<file path="src/sv/csl_pkg.sv">
package csl_pkg;

  typedef enum logic [2:0] {
    MODE_IDLE,
    MODE_WORD,
    MODE_NUM,
    MODE_OP,
    MODE_ERR
  } mode_t;

  typedef enum logic [3:0] {
    K_EOF    = 4'd0,
    K_NUM    = 4'd1,
    K_IDENT  = 4'd2,
    K_RETURN = 4'd3,
    K_IF     = 4'd4,
    K_ELSE   = 4'd5,
    K_WHILE  = 4'd6,
    K_FOR    = 4'd7,
    K_INT    = 4'd8,
    K_SIZEOF = 4'd9,
    K_EQ     = 4'd10,
    K_NE     = 4'd11,
    K_LE     = 4'd12,
    K_GE     = 4'd13,
    K_PUNCT  = 4'd14,
    K_ERROR  = 4'd15
  } kind_t;

  typedef struct packed {
    kind_t       kind;
    logic [30:0] value;
    logic [15:0] start_pos;
    logic [15:0] length;
    logic        overflow;
    logic        last;
  } token_t;

  // Up to two tokens produced by one character, in emission order.
  typedef struct packed {
    logic [1:0] count;
    token_t     first;
    token_t     second;
  } push_t;

  localparam int Q_DEPTH = 4;

  localparam logic [30:0] NUM_MAX = 31'h7FFF_FFFF;

  localparam logic [7:0] CH_EQ   = 8'h3D;
  localparam logic [7:0] CH_BANG = 8'h21;
  localparam logic [7:0] CH_LT   = 8'h3C;
  localparam logic [7:0] CH_GT   = 8'h3E;

  localparam int KW_COUNT = 7;

  // Keyword text packed with the first character in the low byte.
  localparam logic [47:0] KW_TEXT [KW_COUNT] = '{
    48'h6E72_7574_6572,  // return
    48'h0000_0000_6669,  // if
    48'h0000_6573_6C65,  // else
    48'h0065_6C69_6877,  // while
    48'h0000_0072_6F66,  // for
    48'h0000_0074_6E69,  // int
    48'h666F_657A_6973   // sizeof
  };

  localparam logic [2:0] KW_LEN [KW_COUNT] = '{
    3'd6, 3'd2, 3'd4, 3'd5, 3'd3, 3'd3, 3'd6
  };

  localparam kind_t KW_KIND [KW_COUNT] = '{
    K_RETURN, K_IF, K_ELSE, K_WHILE, K_FOR, K_INT, K_SIZEOF
  };

  function automatic logic is_lower(input logic [7:0] c);
    return (c >= 8'h61) && (c <= 8'h7A);
  endfunction

  function automatic logic is_digit(input logic [7:0] c);
    return (c >= 8'h30) && (c <= 8'h39);
  endfunction

  function automatic logic is_word_char(input logic [7:0] c);
    return is_lower(c) || is_digit(c) || ((c >= 8'h41) && (c <= 8'h5A)) || (c == 8'h5F);
  endfunction

  function automatic logic is_space(input logic [7:0] c);
    return (c == 8'h20) || ((c >= 8'h09) && (c <= 8'h0D));
  endfunction

  function automatic logic is_punct(input logic [7:0] c);
    return (c == 8'h2B) || (c == 8'h2D) || (c == 8'h2A) || (c == 8'h2F) ||
           (c == 8'h28) || (c == 8'h29) || (c == CH_LT) || (c == CH_GT) ||
           (c == CH_EQ) || (c == 8'h3B) || (c == 8'h7B) || (c == 8'h7D) ||
           (c == 8'h2C) || (c == 8'h26);
  endfunction

endpackage

</file>
<file path="src/sv/csl_in_if.sv">
interface csl_in_if;
  logic       valid;
  logic       ready;
  logic [7:0] ch;
  logic       text_end;

  modport source (output valid, ch, text_end, input ready);
  modport sink   (input valid, ch, text_end, output ready);
endinterface

</file>
<file path="src/sv/csl_out_if.sv">
interface csl_out_if;
  logic        valid;
  logic        ready;
  logic [3:0]  kind;
  logic [30:0] value;
  logic [15:0] start_pos;
  logic [15:0] length;
  logic        overflow;
  logic        last;

  modport source (output valid, kind, value, start_pos, length, overflow, last,
                  input ready);
  modport sink   (input valid, kind, value, start_pos, length, overflow, last,
                  output ready);
endinterface

</file>
<file path="src/sv/csl_lexer.sv">
module csl_lexer #(
  parameter int TEXT_BYTES  = 65536,
  parameter int KEYWORD_MAX = 6
) (
  input  logic           clk,
  input  logic           rst,
  input  logic           go,
  input  logic [7:0]     ch,
  input  logic           text_end,
  output csl_pkg::push_t push
);
  import csl_pkg::*;

  localparam int POS_W    = $clog2(TEXT_BYTES);
  localparam int PREFIX_W = 8 * KEYWORD_MAX;

  mode_t               mode, mode_next;
  logic [POS_W-1:0]    position, position_next;
  logic [PREFIX_W-1:0] word_prefix, word_prefix_next;
  logic [15:0]         token_start, token_start_next;
  logic [15:0]         token_length, token_length_next;
  logic [30:0]         number_acc, number_acc_next;
  logic                number_sat, number_sat_next;
  logic [7:0]          pending_op, pending_op_next;

  kind_t               word_kind;
  logic [POS_W+15:0]   pos_ext;
  logic [15:0]         pos16;
  logic [POS_W-1:0]    pos_inc;
  logic [15:0]         len_inc;
  logic [34:0]         acc_wide;
  token_t              flush_tok;
  logic                flush_has;
  logic                flush_err;
  token_t              tok_a, tok_b;
  logic                has_a, has_b;

  assign pos_ext = {16'b0, position};
  assign pos16   = pos_ext[15:0];
  assign pos_inc = (position == POS_W'(TEXT_BYTES - 1)) ? '0 : position + 1'b1;
  assign len_inc = (token_length == 16'hFFFF) ? token_length : token_length + 16'd1;
  // acc * 10 + digit, as two shifted adds.
  assign acc_wide = ({4'b0, number_acc} << 3) + ({4'b0, number_acc} << 1) +
                    35'(ch[3:0]);

  always_comb begin
    word_kind = K_IDENT;
    for (int k = 0; k < KW_COUNT; k++) begin
      if ((token_length == 16'(KW_LEN[k])) &&
          (word_prefix == PREFIX_W'(KW_TEXT[k]))) begin
        word_kind = KW_KIND[k];
      end
    end
  end

  // Token held by the current mode, emitted when something ends it.
  always_comb begin
    flush_tok = '0;
    flush_has = 1'b0;
    flush_err = 1'b0;
    unique case (mode)
      MODE_WORD: begin
        flush_has           = 1'b1;
        flush_tok.kind      = word_kind;
        flush_tok.start_pos = token_start;
        flush_tok.length    = token_length;
      end
      MODE_NUM: begin
        flush_has           = 1'b1;
        flush_tok.kind      = K_NUM;
        flush_tok.value     = number_acc;
        flush_tok.start_pos = token_start;
        flush_tok.length    = token_length;
        flush_tok.overflow  = number_sat;
      end
      MODE_OP: begin
        flush_has           = 1'b1;
        flush_tok.value     = 31'(pending_op);
        flush_tok.start_pos = token_start;
        flush_tok.length    = 16'd1;
        if (pending_op == CH_BANG) begin
          flush_err      = 1'b1;
          flush_tok.kind = K_ERROR;
        end else begin
          flush_tok.kind = K_PUNCT;
        end
      end
      default: ;
    endcase
  end

  always_comb begin
    mode_next         = mode;
    position_next     = position;
    word_prefix_next  = word_prefix;
    token_start_next  = token_start;
    token_length_next = token_length;
    number_acc_next   = number_acc;
    number_sat_next   = number_sat;
    pending_op_next   = pending_op;
    tok_a = '0;
    tok_b = '0;
    has_a = 1'b0;
    has_b = 1'b0;

    priority if (mode == MODE_ERR) begin
      // Once an error has been seen, every item repeats it.
      has_a           = 1'b1;
      tok_a.kind      = K_ERROR;
      tok_a.value     = 31'(pending_op);
      tok_a.start_pos = token_start;
      tok_a.length    = 16'd1;
    end else if (text_end) begin
      if (flush_err) begin
        has_a     = 1'b1;
        tok_a     = flush_tok;
        mode_next = MODE_ERR;
      end else begin
        has_a           = flush_has;
        tok_a           = flush_tok;
        has_b           = 1'b1;
        tok_b.kind      = K_EOF;
        tok_b.start_pos = pos16;
        mode_next       = MODE_IDLE;
        position_next   = '0;
      end
    end else begin
      position_next = pos_inc;
      priority if ((mode == MODE_WORD) && is_word_char(ch)) begin
        for (int i = 0; i < KEYWORD_MAX; i++) begin
          if (token_length == 16'(i)) begin
            word_prefix_next[8*i +: 8] = ch;
          end
        end
        token_length_next = len_inc;
      end else if ((mode == MODE_NUM) && is_digit(ch)) begin
        if (acc_wide[34:31] != 4'd0) begin
          number_acc_next = NUM_MAX;
          number_sat_next = 1'b1;
        end else begin
          number_acc_next = acc_wide[30:0];
        end
        token_length_next = len_inc;
      end else if ((mode == MODE_OP) && (ch == CH_EQ)) begin
        has_a           = 1'b1;
        tok_a.start_pos = token_start;
        tok_a.length    = 16'd2;
        priority if (pending_op == CH_EQ) begin
          tok_a.kind = K_EQ;
        end else if (pending_op == CH_BANG) begin
          tok_a.kind = K_NE;
        end else if (pending_op == CH_LT) begin
          tok_a.kind = K_LE;
        end else begin
          tok_a.kind = K_GE;
        end
        mode_next = MODE_IDLE;
      end else if (flush_err) begin
        has_a     = 1'b1;
        tok_a     = flush_tok;
        mode_next = MODE_ERR;
      end else begin
        has_a             = flush_has;
        tok_a             = flush_tok;
        mode_next         = MODE_IDLE;
        token_start_next  = pos16;
        token_length_next = 16'd1;
        priority if (is_space(ch)) begin
          mode_next = MODE_IDLE;
        end else if (is_lower(ch)) begin
          mode_next        = MODE_WORD;
          word_prefix_next = PREFIX_W'(ch);
        end else if (is_digit(ch)) begin
          mode_next       = MODE_NUM;
          number_acc_next = 31'(ch[3:0]);
          number_sat_next = 1'b0;
        end else if ((ch == CH_EQ) || (ch == CH_BANG) || (ch == CH_LT) ||
                     (ch == CH_GT)) begin
          mode_next       = MODE_OP;
          pending_op_next = ch;
        end else if (is_punct(ch)) begin
          has_b           = 1'b1;
          tok_b.kind      = K_PUNCT;
          tok_b.value     = 31'(ch);
          tok_b.start_pos = pos16;
          tok_b.length    = 16'd1;
        end else begin
          mode_next       = MODE_ERR;
          pending_op_next = ch;
          has_b           = 1'b1;
          tok_b.kind      = K_ERROR;
          tok_b.value     = 31'(ch);
          tok_b.start_pos = pos16;
          tok_b.length    = 16'd1;
        end
      end
    end

    push.first  = has_a ? tok_a : tok_b;
    push.second = tok_b;
    push.count  = go ? (2'(has_a) + 2'(has_b)) : 2'd0;
    if (has_a && has_b) begin
      push.second.last = 1'b1;
    end else begin
      push.first.last = 1'b1;
    end
  end

  always_ff @(posedge clk) begin
    if (rst) begin
      mode     <= MODE_IDLE;
      position <= '0;
    end else if (go) begin
      mode     <= mode_next;
      position <= position_next;
    end
  end

  always_ff @(posedge clk) begin
    if (go) begin
      word_prefix  <= word_prefix_next;
      token_start  <= token_start_next;
      token_length <= token_length_next;
      number_acc   <= number_acc_next;
      number_sat   <= number_sat_next;
      pending_op   <= pending_op_next;
    end
  end

endmodule

</file>
<file path="src/sv/csl_out_queue.sv">
module csl_out_queue (
  input  logic           clk,
  input  logic           rst,
  input  csl_pkg::push_t push,
  output logic           room,
  csl_out_if.source      tokens
);
  import csl_pkg::*;

  localparam int PTR_W = $clog2(Q_DEPTH);

  token_t           entries [Q_DEPTH];
  logic [PTR_W-1:0] rd_ptr;
  logic [PTR_W-1:0] wr_ptr;
  logic [PTR_W:0]   fill;
  logic             pop;
  token_t           head;

  assign pop  = tokens.valid && tokens.ready;
  assign head = entries[rd_ptr];
  // Leave space for the two tokens one character can produce.
  assign room = (fill <= (PTR_W + 1)'(Q_DEPTH - 2));

  assign tokens.valid     = (fill != '0);
  assign tokens.kind      = head.kind;
  assign tokens.value     = head.value;
  assign tokens.start_pos = head.start_pos;
  assign tokens.length    = head.length;
  assign tokens.overflow  = head.overflow;
  assign tokens.last      = head.last;

  always_ff @(posedge clk) begin
    if (rst) begin
      rd_ptr <= '0;
      wr_ptr <= '0;
      fill   <= '0;
    end else begin
      rd_ptr <= rd_ptr + PTR_W'(pop);
      wr_ptr <= wr_ptr + PTR_W'(push.count);
      fill   <= fill + (PTR_W + 1)'(push.count) - (PTR_W + 1)'(pop);
    end
  end

  always_ff @(posedge clk) begin
    if (push.count != 2'd0) begin
      entries[wr_ptr] <= push.first;
    end
    if (push.count == 2'd2) begin
      entries[wr_ptr + PTR_W'(1)] <= push.second;
    end
  end

endmodule

</file>
<file path="src/sv/c_subset_lexer_top.sv">
// Streaming tokenizer for a small C subset.
// The text channel takes one source byte per transfer (ch), or an end mark
// (text_end = 1) that flushes any pending token and produces an EOF token.
// The tokens channel delivers kind, value, start_pos, length and overflow;
// last marks the final token caused by one input transfer.
// An accepted byte is held in an input register and is lexed from there
// once the result queue has room for two tokens; its tokens are then
// registered into the four-entry result queue, whose oldest token is offered.
// Throughput is one byte per cycle while the queue has room. A byte that
// ends one token and forms another yields two tokens; the single output
// port then limits the rate to one token per cycle, and input ready drops
// while a byte waits in the input register and the queue has fewer than
// two free entries.
// When the receiver stalls the queue fills and input ready falls; nothing is
// lost or repeated. A lexing error is sticky: each later transfer returns
// the same error token until reset.
// Reset (synchronous, active high) empties the queue, clears the input
// register, returns the lexer to idle and sets the text position to zero.
module c_subset_lexer_top #(
  parameter int TEXT_BYTES  = 65536,
  parameter int KEYWORD_MAX = 6
) (
  input  logic      clk,
  input  logic      rst,
  csl_in_if.sink    text,
  csl_out_if.source tokens
);
  import csl_pkg::*;

  logic       q_valid;
  logic [7:0] q_ch;
  logic       q_end;
  logic       room;
  logic       go;
  push_t      push;

  assign go         = q_valid && room;
  assign text.ready = !q_valid || room;

  always_ff @(posedge clk) begin
    if (rst) begin
      q_valid <= 1'b0;
    end else if (text.ready) begin
      q_valid <= text.valid;
    end
  end

  always_ff @(posedge clk) begin
    if (text.valid && text.ready) begin
      q_ch  <= text.ch;
      q_end <= text.text_end;
    end
  end

  csl_lexer #(
    .TEXT_BYTES  (TEXT_BYTES),
    .KEYWORD_MAX (KEYWORD_MAX)
  ) u_lexer (
    .clk      (clk),
    .rst      (rst),
    .go       (go),
    .ch       (q_ch),
    .text_end (q_end),
    .push     (push)
  );

  csl_out_queue u_queue (
    .clk    (clk),
    .rst    (rst),
    .push   (push),
    .room   (room),
    .tokens (tokens)
  );

`ifndef SYNTHESIS
  a_push_only_when_lexing: assert property (@(posedge clk) disable iff (rst)
    (push.count != 2'd0) |-> go)
    else $error("tokens pushed without a character being lexed");

  a_pair_marks_second_last: assert property (@(posedge clk) disable iff (rst)
    (push.count == 2'd2) |-> (push.second.last && !push.first.last))
    else $error("token pair has last on the wrong entry");

  a_group_stays_together: assert property (@(posedge clk) disable iff (rst)
    (tokens.valid && tokens.ready && !tokens.last) |=> tokens.valid)
    else $error("second token of a pair missing after the first transfer");
`endif

endmodule

</file>
<file path="src/flat_wrapper.sv">
// flat-port wrapper written by rule: the top's interface ports become plain ports
module c_subset_lexer_top_flat import csl_pkg::*;
#(
  parameter int TEXT_BYTES  = 65536,
  parameter int KEYWORD_MAX = 6
)
  (clk, rst, text_valid, text_ch, text_text_end, text_ready, tokens_valid, tokens_kind, tokens_value, tokens_start_pos, tokens_length, tokens_overflow, tokens_last, tokens_ready);
  csl_in_if text_i ();
  csl_out_if tokens_i ();
  input  logic clk;
  input  logic rst;
  input wire logic [$bits(text_i.valid)-1:0] text_valid;
  input wire logic [$bits(text_i.ch)-1:0] text_ch;
  input wire logic [$bits(text_i.text_end)-1:0] text_text_end;
  output wire logic [$bits(text_i.ready)-1:0] text_ready;
  output wire logic [$bits(tokens_i.valid)-1:0] tokens_valid;
  output wire logic [$bits(tokens_i.kind)-1:0] tokens_kind;
  output wire logic [$bits(tokens_i.value)-1:0] tokens_value;
  output wire logic [$bits(tokens_i.start_pos)-1:0] tokens_start_pos;
  output wire logic [$bits(tokens_i.length)-1:0] tokens_length;
  output wire logic [$bits(tokens_i.overflow)-1:0] tokens_overflow;
  output wire logic [$bits(tokens_i.last)-1:0] tokens_last;
  input wire logic [$bits(tokens_i.ready)-1:0] tokens_ready;
  assign text_i.valid = text_valid;
  assign text_i.ch = text_ch;
  assign text_i.text_end = text_text_end;
  assign text_ready = text_i.ready;
  assign tokens_valid = tokens_i.valid;
  assign tokens_kind = tokens_i.kind;
  assign tokens_value = tokens_i.value;
  assign tokens_start_pos = tokens_i.start_pos;
  assign tokens_length = tokens_i.length;
  assign tokens_overflow = tokens_i.overflow;
  assign tokens_last = tokens_i.last;
  assign tokens_i.ready = tokens_ready;
  c_subset_lexer_top #(.TEXT_BYTES(TEXT_BYTES), .KEYWORD_MAX(KEYWORD_MAX)) u_core (.clk(clk), .rst(rst), .text(text_i), .tokens(tokens_i));
endmodule
</file>
<file path="config.mk">
export PLATFORM = sky130hd
export DESIGN_NAME = c_subset_lexer_top_flat
export DESIGN_NICKNAME = d
export VERILOG_FILES = /design/src/sv/csl_pkg.sv /design/src/sv/csl_in_if.sv /design/src/sv/csl_out_if.sv /design/src/sv/csl_lexer.sv /design/src/sv/csl_out_queue.sv /design/src/sv/c_subset_lexer_top.sv /design/src/flat_wrapper.sv
export SDC_FILE = /design/constraint.sdc
export NUM_CORES = 1
export LEC_CHECK = 0
export ABC_AREA = 1
export BUFFER_PORTS_ARGS = -buffer_cell sky130_fd_sc_hd__buf_2
export CORE_MARGIN = 5
export CORE_UTILIZATION = 24
export DETAILED_ROUTE_END_ITERATION = 10
export GPL_ROUTABILITY_DRIVEN = 1
export GPL_TIMING_DRIVEN = 0
export PLACE_DENSITY = 0.43
export SYNTH_ARGS = -nofsm -noshare
export SYNTH_HDL_FRONTEND = slang
export SYNTH_SLANG_ARGS = --single-unit
export TNS_END_PERCENT = 5
</file>
<file path="constraint.sdc">
create_clock -name clk -period 5.6 [get_ports clk]
set_input_delay 1.68 -clock clk [delete_from_list [all_inputs] [get_ports clk]]
set_output_delay 1.68 -clock clk [all_outputs]
set_load 0.05 [all_outputs]
</file>
==> flow_summary.ini <==
[logic_synthesis]
synth_cells = 2843
yosysTopAreaCellShare = 0.3242
synthesis.area_um2 = 23060
ys_seq_elements = 432
syn_area_per_cell_um2 = 8.113
yosysTopAreaCell = edfxtp_1
synth_fa_ha_area_frac = 0.04166
yosys_warnings = 0
synth_compound_gate_area_share = 0.1239
yosys.area_share.simple = 0.2830
synth_area_leaders = edfxtp_1 32%, dfxtp_1 16%, nand2_1 13%
synth_xor_area_frac = 0.01291
synth_ff_type = edfxtp_1
synthArstFlopShare = 0
synth-edff-count = 249
muxShareOfSynthArea = 0
synth_cell_types = 59
ys_seq_area_frac = 0.4830
synth_top_family_by_area = simple AND/OR/NAND/NOR gates

[timing]
min_period_ps = 5557
fin_skew_ps = 25.65
max_slew_margin = 0.2062
fmax_ghz = 0.1800
worst_pin_slew_ps = 1182
rsz0062_at_grt = yes
slew_viol_final = 0
post-route-period-util = 0.9923
hold_viol_final = 0
setup_viol = 0

[placed_design]
port_buffers = 83
place_hpwl_mm = 63.98
placed_cells = 4203
place.gp.congestion = 0.9014

[route]
routed_wl_mm = 86.89
dr.pass1.iters = 7
via_per_inst = 4.686
wire_per_inst_um = 20.20
drc = 0
drt_iter0_drc = 1704
via_count = 20154
ant_nets = 0

[power]
p_int_w = 0.006118
power_w = 0.01049
power_switching_w = 0.004370
pwr-share-seq = 0.343
swShare = 0.4166
power_density_nw_per_um2 = 390.1
ir_drop_mv = 0.2265
p_clk_frac = 0.320
power.share.combinational = 0.337
p_leak_nw = 11.05

[clocking]
htreeDepth = 2
cts_tree = built
insertion_delay_ps = 630
root_buffer = clkbuf_16
ctsHoldBuffers = 0
clk_pin_slew_ps = 60
cts_made_buffers = 51
clock-sinks = 432
clock_path_buffers = 3

[finish]
layout.nets = 3080
area_growth_pct = 16.55
layout-drive-gt1-share = 0.1048
instances_no_fill = 4301

[setup_path]
start_kind = register
crit_type = reg -> reg
critPathMaxFanout = 30
required_ps = 5860
cp.arrival_ps = 5820
worstSetupEndpointType = register

[floorplanning]
die_area_um2 = 102400
dieWidth_um = 320.0
start_util = 0.2424
core_region_area_um2 = 95150
ios = 84
dieHeight_um = 320.0
rows = 113

[worst_hold_path]
holdCritPathClass = reg -> reg

[outcome]
status = completed

[global_routing]
grt_overflow = 0
track_usage = 0.1652
grt_start_max_net_pins = 31
grt_pass1_wl_mm = 129.7
grt_pass1_vias = 19722
antenna_found_initial = 3

[run]
drv_cap = 0
logic make-up after synthesis:
kind of cell,Yosys count
XOR/XNOR,34
flip-flops,432
AND/OR/NAND/NOR,1517
AO/OA/AOI/OAI,471
buffers and inverters,313
adder cells (fa/ha/maj),75
other,1
per-stage QoR:
step / hold WS, ps / cell area [um2] / TNS [ps] / util / setup slack [ps]
after floorplan: 408.2 / 23080 / 0 / - / 1341
after global placement: 416.1 / 25080 / -113760 / 0.2636 / -1302
after detailed placement: 415.8 / 25170 / -27220 / 0.2645 / -338.8
after CTS: 432.0 / 26870 / -846.1 / 0.2824 / -32.70
after global routing: 452.8 / 26880 / -12330 / 0.2825 / -222.4
final: 432.7 / 26880 / 0 / 0.2825 / 43.02
repair_timing:
action	CTS	global route
setup buffers	0	0
gates resized for setup	7	2
endpoints found under the setup margin	121	120
cell usage in the layout (no fill, tap or decap), types with 6 or more instances in the layout:
master,instances
a21oi_1,78
a22o_1,66
a31oi_1,8
buf_2,128
buf_6,8
clkbuf_1,80
clkbuf_16,53
clkbuf_8,10
clkinv_1,8
clkinv_2,9
dfxtp_1,183
edfxtp_1,249
ha_1,72
inv_1,164
inv_2,15
nand2_1,824
nand2_2,17
nand3_1,191
nand4_1,23
nor2_1,366
nor2_2,6
nor2_8,9
nor3_1,34
nor3_2,10
nor4_1,6
o21ai_0,210
o21bai_1,6
o22ai_1,69
xnor2_1,11
xor2_1,23
per-layer routing:
| layer | GRT usage | share of wire | up-vias |
|---|---|---|---|
| met5 | 0 | 0 | - |
| met4 | 0.03954 | 0.023 | 0 |
| met3 | 0.02093 | 0.046 | 105 |
| met2 | 0.2777 | 0.47 | 504 |
| met1 | 0.2273 | 0.46 | 9629 |
| li1 | - | - | 9916 |
cell type report:
| class | instances | area, um2 |
|---|---|---|
| clock inverter | 27 | 190.2 |
| inverter | 184 | 703.2 |
| antenna | 1 | 2.502 |
| multi-input combinational | 2102 | 10690 |
| tap | 1265 | 1583 |
| buffer | 129 | 589.3 |
| clock buffer | 69 | 1491 |
| fill | 10346 | 68270 |
| timing repair buffer | 92 | 489.2 |
| sequential | 432 | 11140 |
flip-flops by register name, summed over array words and instances, names as in the netlist, 2 cells and up:
signal                       count
u_core.u_lexer.token_start      16
u_core.q_ch                      8
u_core.u_lexer.number_acc       31
u_core.u_lexer.word_prefix      48
u_core.u_lexer.pending_op        8
u_core.u_lexer.pos16            16
u_core.u_queue.entries         276
u_core.u_queue.rd_ptr            2
u_core.u_lexer.token_length     16
u_core.u_queue.wr_ptr            2
u_core.u_lexer.mode              3
u_core.u_queue.fill              3
synth_stat cells (2+ instances only):
| library cell | instances |
|---|---|
| a221oi_2 | 4 |
| nand4_1 | 23 |
| buf_6 | 5 |
| nor2_1 | 367 |
| buf_1 | 2 |
| nand2_2 | 17 |
| a31oi_1 | 8 |
| inv_1 | 168 |
| edfxtp_1 | 249 |
| nand3_1 | 191 |
| a21o_1 | 3 |
| a21oi_1 | 78 |
| o211a_1 | 2 |
| dfxtp_1 | 183 |
| a211oi_1 | 5 |
| o211ai_1 | 3 |
| a22oi_1 | 4 |
| o21ai_1 | 2 |
| a21boi_0 | 3 |
| nor2_8 | 9 |
| o21ai_2 | 4 |
| xnor2_1 | 11 |
| ha_1 | 72 |
| nor3_1 | 36 |
| a22o_1 | 66 |
| o22ai_1 | 69 |
| clkbuf_1 | 78 |
| fa_1 | 3 |
| xor2_1 | 23 |
| inv_2 | 15 |
| buf_2 | 43 |
| nand2_4 | 5 |
| nand2_1 | 824 |
| nor4_1 | 8 |
| nor3_2 | 9 |
| nand2_8 | 3 |
| nand3b_1 | 5 |
| and2_1 | 3 |
| o21bai_1 | 6 |
| nor3_4 | 2 |
| o21ai_0 | 210 |
| nor2_2 | 5 |
power groups by stage:
| stage | sequential [W] | clock [W] | combinational [W] |
|---|---|---|---|
| 3_3_place_gp | 0.00367 | 0 | 0.00357 |
| 5_1_grt | 0.00362 | 0.00355 | 0.00378 |
| 2_1_floorplan | 0.00363 | 0 | 0.00230 |
| 4_1_cts | 0.00360 | 0.00344 | 0.00358 |
| 6_report | 0.00360 | 0.00336 | 0.00353 |
| 3_5_place_dp | 0.00367 | 0 | 0.00357 |
worst max-delay path, cell delays in order (launching register included):
cell      delay, ps
edfxtp_1        620
inv_1           270
nand2_1         100
nor2_1          180
nand3_1          80
nand2_1          70
nand2_1          90
nand3_4         130
nand2_8         100
nand2_8         130
nand2_8          80
nand2_4         170
nand2_4         110
buf_2           230
ha_1            340
inv_1           100
nor2_1           60
nor2_1          410
nor3_2          240
nor2_1          560
clkbuf_1        740
inv_6           330
worst paths after layout:
kind,to,slack (ps),depth (start not counted),start
setup / recovery,u_core.u_queue.entries[3][38],40,21,u_core.q_ch[2]
hold / removal,u_core.u_lexer.token_start[7],430,0,u_core.u_lexer.pos16[7]
setup reg to reg,u_core.u_queue.entries[3][38],40,21,u_core.q_ch[2]
hold reg to reg,u_core.u_lexer.token_start[7],430,0,u_core.u_lexer.pos16[7]
No activity file was read; power rests on OpenSTA's default activity.
